--- src/rtl/epr_pkg.sv ---
// Shared types and constants for the emulation prevention byte remover.
// Used by epr_decode, epr_emit and emulation_prevention_remover_unit.
package epr_pkg;

    localparam logic [7:0] EPB_BYTE = 8'h03;

    localparam logic [1:0] ESC_IDLE     = 2'd0;
    localparam logic [1:0] ESC_ONE_ZERO = 2'd1;
    localparam logic [1:0] ESC_TWO_ZERO = 2'd2;
    localparam logic [1:0] ESC_DROPPED  = 2'd3;

    typedef struct packed {
        logic [7:0] in_byte;
        logic       unit_last;
    } in_item_t;

    typedef struct packed {
        logic [7:0] out_byte;
        logic       out_valid;
        logic       run_last;
        logic       unit_end;
    } out_item_t;

    typedef struct packed {
        logic      two;
        out_item_t first;
        out_item_t second;
    } result_pair_t;

endpackage

--- src/rtl/epr_decode.sv ---
// Input register, escape state and per-byte decode of the result pair.
// Depends on epr_pkg.
module epr_decode
    import epr_pkg::*;
(
    input  logic         clk,
    input  logic         rst_n,
    input  logic         in_valid,
    output logic         in_ready,
    input  in_item_t     in_data,
    output logic         pair_valid,
    input  logic         pair_take,
    output result_pair_t pair
);

    logic       item_valid_reg;
    in_item_t   item_reg;
    logic [1:0] esc_reg;
    logic [1:0] esc_next;
    logic [1:0] zero_next;
    logic [7:0] b;
    logic       last;

    assign in_ready   = !item_valid_reg || pair_take;
    assign pair_valid = item_valid_reg;
    assign b          = item_reg.in_byte;
    assign last       = item_reg.unit_last;

    always_comb
    begin
        pair.two    = 1'b0;
        pair.first  = '{out_byte: b, out_valid: 1'b1, run_last: 1'b1, unit_end: last};
        pair.second = '{out_byte: b, out_valid: 1'b1, run_last: 1'b1, unit_end: last};
        zero_next   = ESC_IDLE;
        esc_next    = ESC_IDLE;
        priority if (esc_reg == ESC_TWO_ZERO && b == EPB_BYTE)
        begin
            pair.first = '{out_byte: 8'h00, out_valid: 1'b0, run_last: 1'b1, unit_end: last};
            esc_next   = last ? ESC_IDLE : ESC_DROPPED;
        end
        else
        begin
            if (b == 8'h00)
            begin
                unique case (esc_reg)
                    ESC_IDLE:     zero_next = ESC_ONE_ZERO;
                    ESC_ONE_ZERO: zero_next = ESC_TWO_ZERO;
                    ESC_TWO_ZERO: zero_next = ESC_IDLE;
                    ESC_DROPPED:  zero_next = ESC_ONE_ZERO;
                    default:      zero_next = ESC_IDLE;
                endcase
            end
            if (esc_reg == ESC_DROPPED && b > EPB_BYTE)
            begin
                pair.two   = 1'b1;
                pair.first = '{out_byte: EPB_BYTE, out_valid: 1'b1, run_last: 1'b0,
                               unit_end: 1'b0};
            end
            esc_next = last ? ESC_IDLE : zero_next;
        end
    end

    always_ff @(posedge clk or negedge rst_n)
    begin
        if (!rst_n)
        begin
            item_valid_reg <= 1'b0;
            esc_reg        <= ESC_IDLE;
        end
        else
        begin
            if (pair_take)
            begin
                esc_reg <= esc_next;
            end
            if (in_ready)
            begin
                item_valid_reg <= in_valid;
            end
        end
    end

    always_ff @(posedge clk)
    begin
        if (in_ready && in_valid)
        begin
            item_reg <= in_data;
        end
    end

endmodule

--- src/rtl/epr_emit.sv ---
// Result register with one extra slot for the second result of a reinserted escape.
// Depends on epr_pkg.
module epr_emit
    import epr_pkg::*;
(
    input  logic         clk,
    input  logic         rst_n,
    input  logic         pair_valid,
    output logic         pair_take,
    input  result_pair_t pair,
    output logic         out_valid,
    input  logic         out_ready,
    output out_item_t    out_data
);

    logic      head_valid_reg;
    out_item_t head_reg;
    logic      tail_valid_reg;
    out_item_t tail_reg;
    logic      head_free;

    assign head_free = !head_valid_reg || out_ready;
    assign pair_take = pair_valid && head_free && !tail_valid_reg;
    assign out_valid = head_valid_reg;
    assign out_data  = head_reg;

    always_ff @(posedge clk or negedge rst_n)
    begin
        if (!rst_n)
        begin
            head_valid_reg <= 1'b0;
            tail_valid_reg <= 1'b0;
        end
        else if (head_free)
        begin
            if (tail_valid_reg)
            begin
                head_valid_reg <= 1'b1;
                tail_valid_reg <= 1'b0;
            end
            else
            begin
                head_valid_reg <= pair_valid;
                tail_valid_reg <= pair_valid && pair.two;
            end
        end
    end

    always_ff @(posedge clk)
    begin
        if (head_free)
        begin
            if (tail_valid_reg)
            begin
                head_reg <= tail_reg;
            end
            else if (pair_valid)
            begin
                head_reg <= pair.first;
                tail_reg <= pair.second;
            end
        end
    end

endmodule

--- src/rtl/emulation_prevention_remover_unit.sv ---
// Top level of the emulation prevention byte remover.
// Depends on epr_pkg, epr_decode and epr_emit.
//
// The unit takes one escaped byte per transaction and returns one result per byte, or
// two when a dropped 0x03 has to be put back in; it sustains one byte per cycle while
// out_ready stays high, and a byte that gives two results holds the input while the
// result register drains its second slot. Bytes pass the input and result registers.
module emulation_prevention_remover_unit
    import epr_pkg::*;
(
    input  logic      clk,
    input  logic      rst_n,
    input  logic      in_valid,
    output logic      in_ready,
    input  in_item_t  in_data,
    output logic      out_valid,
    input  logic      out_ready,
    output out_item_t out_data
);

    logic         pair_valid;
    logic         pair_take;
    result_pair_t pair;

    epr_decode u_decode (
        .clk        (clk),
        .rst_n      (rst_n),
        .in_valid   (in_valid),
        .in_ready   (in_ready),
        .in_data    (in_data),
        .pair_valid (pair_valid),
        .pair_take  (pair_take),
        .pair       (pair)
    );

    epr_emit u_emit (
        .clk        (clk),
        .rst_n      (rst_n),
        .pair_valid (pair_valid),
        .pair_take  (pair_take),
        .pair       (pair),
        .out_valid  (out_valid),
        .out_ready  (out_ready),
        .out_data   (out_data)
    );

endmodule
--- config.mk ---
export PLATFORM = sky130hd
export DESIGN_NAME = emulation_prevention_remover_unit
export DESIGN_NICKNAME = d
export VERILOG_FILES = /design/src/rtl/epr_pkg.sv /design/src/rtl/epr_decode.sv /design/src/rtl/epr_emit.sv /design/src/rtl/emulation_prevention_remover_unit.sv
export SDC_FILE = /design/constraint.sdc
export NUM_CORES = 1
export LEC_CHECK = 0
export BUFFER_PORTS_ARGS = -buffer_cell sky130_fd_sc_hd__buf_2
export CORE_MARGIN = 4
export CORE_UTILIZATION = 53
export CTS_CLUSTER_SIZE = 25
export DETAILED_ROUTE_END_ITERATION = 6
export MAX_ROUTING_LAYER = met4
export PLACE_DENSITY = 0.81
export SYNTH_ARGS = -nofsm -noshare
export SYNTH_HDL_FRONTEND = slang
export SYNTH_SLANG_ARGS = --single-unit
--- constraint.sdc ---
create_clock -name clk -period 2 [get_ports clk]
set_clock_uncertainty 0.15 [all_clocks]
set_input_delay 0.2 -clock clk [delete_from_list [all_inputs] [get_ports clk]]
set_output_delay 0.2 -clock clk [all_outputs]
set_load 0.05 [all_outputs]
# Yosys cells after proc, flatten, opt, wreduce, memory -nomap -nowiden
# Cells that the tools add are included.
[word_totals] ff_bits=34 output_inout_bits=13
[op_classes] magnitude_cmp=1 n_eq_ne=4 n_mux=12 n_bitwise=1 n_reduce_logical=17
[op_table] cell="11-bit 2-to-1 mux" count=3
[op_table] cell="12-bit 2-to-1 mux" count=1
[op_table] cell="8-bit by 2-bit == test with 1-bit output, second input constant" count=1
[op_table] cell="8-bit by 2-bit greater-than comparator with 1-bit output, second input constant" count=1
[op_table] cell="8-bit logical NOT" count=1
[op_table] cell="2-bit 2-to-1 mux" count=4
[op_table] cell="1-bit logical AND" count=6
[op_table] cell="2-bit case mux with 3 select lines" count=1
[op_table] cell="2-bit == test, second input constant" count=2
[op_table] cell="1-bit logical NOT" count=3
[op_table] cell="1-bit 2-to-1 mux" count=3
[op_table] cell="3-bit AND reduction" count=1
[op_table] cell="2-bit by 1-bit == test with 1-bit output, second input constant" count=1
[op_table] cell="2-bit logical NOT" count=1
[op_table] cell="1-bit logical OR" count=2
[op_table] cell="2-bit AND reduction" count=1
[op_table] cell="2-bit nonzero test" count=1
[op_table] cell="2-bit OR reduction" count=1
[op_table] cell="1-bit NOT" count=1

# Longest topological paths before layout
# Gate-level depths: netlist of the first run.
[depth] word_depth=6 depth_mapped=5 ltp_nobuf=5

# Cells and area by module
# From an unflattened synthesis of the first run, not the netlist that was laid out.
[unflattened] hier_cells=93 hier_area_um2=1524.0
[by_module_without_submodules] module="epr_emit" n_inst=1 cells_per_inst=46 area_each_um2=928.4
[by_module_without_submodules] module="epr_decode" n_inst=1 cells_per_inst=47 area_each_um2=595.6

# Worst setup path after synthesis of the first run
# Ideal clock, no wire load.
[synth_timing] kind="register -> register" start="register u_emit.head_valid_reg, in the netlist u_emit.out_valid" end="register u_decode.item_reg (netlist bit u_decode.b[0]), enable pin" setup_time_ns=0.338 arrival_ns=2.424 required_ns=1.512 path_slack_ns=-0.912 path_stages_with_launch=4 n_path_buf=0 cell_sequence="dfrtp_1 nor2b_1 o21ai_0 and2_1"
[synth_between] elab_chain_cells=6
[synth_lines] item="from (decl)" line="epr_emit.sv:16" rtl="logic head_valid_reg;"
[synth_lines] item="from (signal assigned)" line="epr_emit.sv:43" rtl="head_valid_reg <= pair_valid;"
[synth_lines] item="1-bit logical NOT" line="epr_emit.sv:22" rtl="assign head_free = !head_valid_reg || out_ready;"
[synth_lines] item="1-bit logical OR" line="epr_emit.sv:22"
[synth_lines] item="1-bit logical AND (2 in a row)" line="epr_emit.sv:23" rtl="assign pair_take = pair_valid && head_free && !tail_valid_reg;"
[synth_lines] item="1-bit logical OR" line="epr_decode.sv:24" rtl="assign in_ready = !item_valid_reg || pair_take;"
[synth_lines] item="via in_ready" line="emulation_prevention_remover_unit.sv:14" rtl="output logic in_ready,"
[synth_lines] item="1-bit logical AND" line="epr_decode.sv:85" rtl="if (in_ready && in_valid)"
[synth_lines] item="to (signal assigned)" line="epr_decode.sv:87" rtl="item_reg <= in_data;"
[synth_lines] item="to (decl)" line="epr_decode.sv:17" rtl="in_item_t item_reg;"
# The timed path passes the listed nets, and every way through them passes these cells.
# A chain may end at the register's enable or synchronous reset.

# Worst setup path after layout of the first run
[layout_timing] start="register u_decode.item_reg (netlist bit u_decode.b[2])" end="register u_decode.esc_reg[0]"
[layout_between] elab_chain_cells=4 elab_cells_between_ends=6 cone_classes="eq/ne: 1; mux: 3; reduce/logical: 2"
[layout_lines] item="8-bit logical NOT" line="epr_decode.sv:43" rtl="if (b == 8'h00)"
[layout_lines] item="2-bit 2-to-1 mux" line="epr_decode.sv:43"
[layout_lines] item="2-bit 2-to-1 mux" line="epr_decode.sv:59" rtl="esc_next = last ? ESC_IDLE : zero_next;"
[layout_lines] item="2-bit 2-to-1 mux (*)" line="epr_decode.sv:36" rtl="priority if (esc_reg == ESC_TWO_ZERO && b == EPB_BYTE)"
[layout_lines] item="to (signal assigned)" line="epr_decode.sv:74" rtl="esc_reg <= esc_next;"
[layout_lines] item="to (decl)" line="epr_decode.sv:18" rtl="logic [1:0] esc_reg;"
# Mark *: on every way between the ends. The rest lies on a longest branch, timed or not.

==> summary.txt, run 1 <==
Finish
  • Max FFs per register: 11
  • Share of layout cells above drive strength 1: 30.6%
  • Synth-to-Final Area Change: 26.2%
  • Fillers: 171
  • Diodes inserted: 0
  • Multi-input gate area: 342 sq um
  • Storage cell area: 996 sq um
  • Layout Nets: 150

Timing
  • Fin crit share: 97.1%
  • Setup-failing EPs final: 0
  • RSZ-0062 raised after global routing: no
  • Final worst setup slack: about 0.057 ns
  • Setup TNS Final: 0 ns
  • Final hold vios: 0
  • Crit path time final: around 2 ns
  • Worst-margin pin slew: just under 0.4 ns
  • Peak Freq: 0.515 GHz
  • Rel. slew slack: between 70% and 80%
  • Max Slew Vio Count: 0

Synthesis
  • Register area share after synthesis: 74.0%
  • Most frequent cell after synthesis: edfxtp_1
  • Syn_area_per_cell: 15.0 sq um
  • Post-Syn Nets: 106
  • Syn Inst Count: 90
  • Area leader, netlist: edfxtp_1
  • Synthesized flop and latch total: 34
  • Top post-synthesis cells by area: edfxtp_1, dfrtp_1, ha_1, o31ai_1, nand2b_1
  • Number of synthesized flops with an enable pin: 29
  • Netlist Area Pre-Place: 1350 sq um
  • Post-synth top flop: edfxtp_1
  • Yosys top cell area share: 64.7%
  • Ys Warns: 0
  • Netlist cell types: 23
  • Asr flop ratio synth: 14.7%
  • Synth top cells by count: edfxtp_1, nand2_1

Floorplanning
  • I/O Pins: 26
  • Row count: 18
  • Die ar.: approximately 3400 sq um
  • Die Y-Extent: 58.4 um
  • Core Area: 2450 sq um
  • Chip width: between 50 and 60 um
  • Initial Util: 54.8%

Worst setup path
  • Crit Path Max Fanout: 5
  • CP Data Arrival Time: roughly 2 ns
  • Reg2reg start: u_decode.b[2]
  • Crit path kind: register to register
  • Critical path required time: 2.08 ns
  • Setup crit end kind: register
  • R2r setup slk: ~0.057 ns
  • Reg2reg path depth: 3
  • Crit start category: register
  • Reg-to-Reg End: u_decode.esc_reg[0]

Drt
  • Via count: 874
  • Post-DRT Antenna Nets: 0
  • DR vias/cell: 5.33
  • Final wirelength: ~2.3 mm
  • Drt first pass iters: 4
  • Iter 0 DRT Violations: 20
  • DRC: 0
  • WL per Instance: 13.8 um

Clock network
  • Worst-path clk slew: about 0.090 ns
  • CTS Buf Count: 5
  • CTS max path bufs: 2
  • Sink Count: 34
  • Worst skew pair latency: 0.32 ns
  • CTS tree: done
  • H-tree lvl count: 2
  • Post-CTS Setup Repair Bufs: 0
  • CTS root buf: clkbuf_4

Global route
  • Initial antenna violation count: 0
  • Total GRT Usage: 15.4%
  • Vias in the first global route: 819
  • GRT overflow: 0
  • Maximum number of pins on one net before global-route repair: 18
  • First-pass GRT wire length: 3.72 mm

Pwr
  • Pleak: 0.660 nW
  • Max VDD drop: 0.659 mV
  • PwrDens: 784 nW/um^2
  • Final Power: 0.00133 W

Run
  • Max-cap viol count: 0

Placement
  • Placer Congestion: 0.799
  • Place WS: roughly 0.063 ns
  • Post-DP HPWL: 1.52 mm
  • Port bufs: 25

Min path
  • Worst Hold Class: input pin to asynchronous set/reset pin

Run status
  • Status: finished clean
critical path, cell delays in order, from the launching register on:
cell and delay (ns):
edfxtp_1 0.42, or4_4 0.59, or4_4 0.44, o31ai_1 0.25
worst max path at each step:
stage | to | cells after the start | slack (ns) | start
2_1_floorplan | u_emit.out_data[0] | 2 | 0.05 | u_emit.out_valid
3_3_place_gp | u_emit.out_data[4] | 4 | 0.15 | u_decode.b[2]
3_5_place_dp | u_decode.esc_reg[1] | 3 | 0.06 | u_decode.b[2]
4_1_cts | u_decode.esc_reg[1] | 3 | 0.04 | u_decode.b[2]
5_1_grt | u_decode.esc_reg[0] | 3 | 0.004 | u_decode.b[2]
6_report | u_decode.esc_reg[0] | 3 | 0.06 | u_decode.b[2]
layer usage:
metal	share of wire, %	vias to the layer above	routed length [um]	GRT usage, %
met3	6.8	5	153	4.61
met2	52	30	1170	23.9
met1	40	411	897	18.2
met5	0	-	0	-
met4	1.6	0	36	7.62
li1	-	428	-	-
per-stage QoR:
step,util [%],instances,hold WS [ns],cell area (sq um)
floorplan,-,90,-0.246,1360
global placement,62.6,146,-0.135,1540
detailed placement,62.6,146,-0.134,1540
CTS,69.0,164,0.0459,1690
global route,69.2,164,0.0887,1700
finish,69.2,164,0.0645,1700
layout make-up:
class	count	share of cell area (%)
Multi-Input combinational cell	49	20.1
Clock inverter	2	0.589
Timing Repair Buffer	39	15.2
Tap cell	30	2.21
Clock buffer	5	2.21
Sequential cell	34	58.6
Inverter	5	1.10
cells by family after synthesis:
family / synth area share, %
flops: 74.0
fa+ha+maj: 2.79
compound gates: 9.76
simple gates: 11.5
buf+inv: 1.95
report_power, final:
part	leakage (nW)	switching, W	internal (W)
logic	0.293	0.000104	0.0000509
registers	0.335	0.0000226	0.000823
clock network	0.0308	0.000205	0.000126
total	0.660	0.000332	0.00100
layout by cell type (no fill, tap or decap), drive strengths merged:
cell type / instances
ha: 3
a31o: 1
a22o: 3
nand3: 2
clkinv: 2
buf: 28
o21ai: 4
dlygate4sd3: 11
nand2: 6
or2b: 1
dfrtp: 5
or4: 2
nand2b: 5
nor4b: 1
edfxtp: 29
a21oi: 3
inv: 5
nor2b: 1
and2: 2
o31ai: 5
and3: 1
clkbuf: 5
o22ai: 1
nor4: 2
o41ai: 2
nor2: 4
what timing repair did:
item                                   CTS  global route
hold buffers                            11             0
gates resized for setup                  0             1
endpoints found under the hold margin   15             0
setup endpoints to repair                0             1
(Power assumes the default switching activity.)
==> run 2: changes to the inputs <==
--- a/config.mk
+++ b/config.mk
@@ -5,7 +5,7 @@
 export SDC_FILE = /design/constraint.sdc
 export NUM_CORES = 1
 export LEC_CHECK = 0
-export BUFFER_PORTS_ARGS = -buffer_cell sky130_fd_sc_hd__buf_2
+export BUFFER_PORTS_ARGS = -buffer_cell sky130_fd_sc_hd__clkbuf_2
 export CORE_MARGIN = 4
 export CORE_UTILIZATION = 53
 export CTS_CLUSTER_SIZE = 25
==> constraint.sdc (replaced) <==
create_clock -name clk -period 1.9 [get_ports clk]
set_clock_uncertainty 0.15 [all_clocks]
set_input_delay 0.19 -clock clk [delete_from_list [all_inputs] [get_ports clk]]
set_output_delay 0.19 -clock clk [all_outputs]
set_load 0.05 [all_outputs]
==> summary.txt, run 2 (synthesis gave the netlist of run 1 again) <==
Finish
  • Multi-input gate area: 369 sq um (+8.1%)
  • Layout Nets: 156 (+4.0%)
  • Share of layout cells above drive strength 1: 36.9% (+6.3 points)
  • Storage cell area: 997 sq um (+0.13%)
  • Max FFs per register: 11 (unchanged)
  • Commonest non-fill, non-tap cell in the layout: edfxtp_1
  • Fillers: 156 (-8.8%)
  • Diodes inserted: 0 (unchanged)
  • Commonest cells after routing, fill and taps aside: edfxtp_1, clkbuf_2, dlygate4sd3_1
  • Synth-to-Final Area Change: 32.5%

Drt
  • Via count: 924 (+5.7%)
  • Drt first pass iters: 4 (unchanged)
  • DRC: 0 (unchanged)
  • Iter 0 DRT Violations: 29 (+45%)
  • Post-DRT Antenna Nets: 0 (unchanged)
  • DR vias/cell: 5.40 (+1.4%)
  • Final wirelength: 2.51 mm (+11%)
  • WL per Instance: 14.7 um (+6.6%)

Floorplanning
  • Core Area: 2450 sq um (unchanged)
  • Chip width: 58.4 um (unchanged)
  • Initial Util: 54.8% (unchanged)
  • Row count: 18 (unchanged)
  • I/O Pins: 26 (unchanged)
  • Die ar.: 3410 sq um (unchanged)
  • Die Y-Extent: 58.4 um (unchanged)

Clock network
  • Sink Count: 34 (unchanged)
  • CTS root buf: clkbuf_4
  • Worst-path clk slew: 0.09 ns (about the same)
  • Worst skew pair latency: 0.32 ns (about the same)
  • CTS Buf Count: 5 (unchanged)
  • CTS tree: done
  • CTS max path bufs: 2 (unchanged)
  • H-tree lvl count: 2 (unchanged)

Run status
  • Violated checks: setup timing
  • Status: finished with violations

Worst setup path
  • Critical path required time: 1.98 ns (-0.10 ns)
  • Reg2reg path depth: 3 (unchanged)
  • Reg2reg start: u_decode.b[3]
  • Crit start category: register
  • Setup crit end kind: register
  • R2r setup slk: -0.03 ns (-0.09 ns)
  • Crit path kind: register to register
  • Crit Path Max Fanout: 5 (unchanged)
  • CP Data Arrival Time: 2.01 ns (about the same)
  • Reg-to-Reg End: u_decode.esc_reg[1]

Min path
  • Worst Hold Class: input pin to asynchronous set/reset pin

Global route
  • Total GRT Usage: 17.0% (+1.7 points)
  • GRT overflow: 0 (unchanged)
  • Initial antenna violation count: 0 (unchanged)
  • First-pass GRT wire length: 4.05 mm (+8.9%)
  • Vias in the first global route: 872 (+6.5%)
  • Maximum number of pins on one net before global-route repair: 19 (+1)

Timing
  • Fin crit share: 102% (+4.4 points)
  • Peak Freq: 0.518 GHz (+0.66%)
  • Crit path time final: 1.93 ns (-0.0128 ns)
  • Final hold vios: 0 (unchanged)
  • Rel. slew slack: 69.4% (-4.8 points)
  • Max Slew Vio Count: 0 (unchanged)
  • Hold Worst Slack: 0.0562 ns (-0.00823 ns)
  • Final worst setup slack: -0.0298 ns (-0.0872 ns)
  • Setup-failing EPs final: 1 (+1)
  • Worst-margin pin slew: 0.459 ns (+0.0745 ns)
  • RSZ-0062 raised after global routing: yes
  • Setup TNS Final: -0.0298 ns (-0.0298 ns)

Run
  • Max-cap viol count: 0 (unchanged)

Placement
  • Place WS: -0.0374 ns (-0.100 ns)
  • Port bufs: 25 (unchanged)
  • Placer Congestion: 0.838 (+4.8%)
  • Post-DP HPWL: 1.59 mm (+4.7%)

Pwr
  • PwrDens: 820 nW/um^2 (+4.6%)
  • Final Power: 0.00146 W (+9.8%)
  • Pleak: 0.707 nW (+7.2%)
  • Max VDD drop: 0.553 mV (-16%)
## run 2: cell types whose count changed in the layout (fill, tap and decap cells not counted), sizes merged
| cell | previous run | this run |
|---|---|---|
| clkinv | 2 | 0 |
| buf | 28 | 9 |
| clkbuf | 5 | 33 |
## run 2: timing repair
action	in CTS	in global routing
endpoints found under the setup margin	6	8
buffers inserted	1	4
hold endpoints to repair	15	0
resized for setup	1	4
pin swaps	0	1
hold buffers	11	0
## run 2: worst max path at each step
stage / startpoint / end / slack (ns) / cells after the start
after global routing: u_decode.b[3] / u_decode.esc_reg[1] / -0.06 / 3
after floorplan: u_emit.out_valid / u_decode.b[0] / 0.02 / 3
after detailed placement: u_decode.b[2] / u_decode.esc_reg[1] / -0.04 / 3
after CTS: u_decode.b[2] / u_decode.esc_reg[1] / -0.01 / 3
after global placement: u_decode.b[2] / u_emit.out_data[4] / 0.05 / 4
final: u_decode.b[3] / u_decode.esc_reg[1] / -0.03 / 3
## run 2: layer usage
layer | part of all wire (%) | global-route usage, % | vias to the layer above
li1 | - | - | 443
met1 | 41 | 19.1 | 440
met2 | 49 | 26.2 | 35
met3 | 7.1 | 6.80 | 6
met4 | 2.3 | 8.94 | 0
met5 | 0 | - | -
## run 2: metrics by stage
step / util, % / cells / cell area (sq um)
floorplan: - / 90 / 1360
global placement: 63.1 / 147 / 1550
detailed placement: 63.1 / 147 / 1550
CTS: 70.5 / 167 / 1730
global route: 72.7 / 171 / 1780
finish: 72.7 / 171 / 1780
## run 2: layout make-up
cell class	instances	area share (%)
Sequential cell	34	55.9
Multi-Input combinational cell	49	20.7
Timing Repair Buffer	45	17.0
Clock buffer	8	3.30
Tap cell	30	2.10
Inverter	5	1.05
## run 2: worst max-delay path, stage by stage, from the launching register on
cell	delay (ns)
edfxtp_1	0.39
or4_4	0.60
or4_4	0.46
o31ai_2	0.24
## run 2: where the power goes
group	total, W	switching (W)	leakage (nW)	internal (W)
Combinational	0.000176	0.000116	0.340	0.0000602
Clock	0.000395	0.000213	0.0326	0.000182
Sequential	0.000891	0.0000250	0.335	0.000866
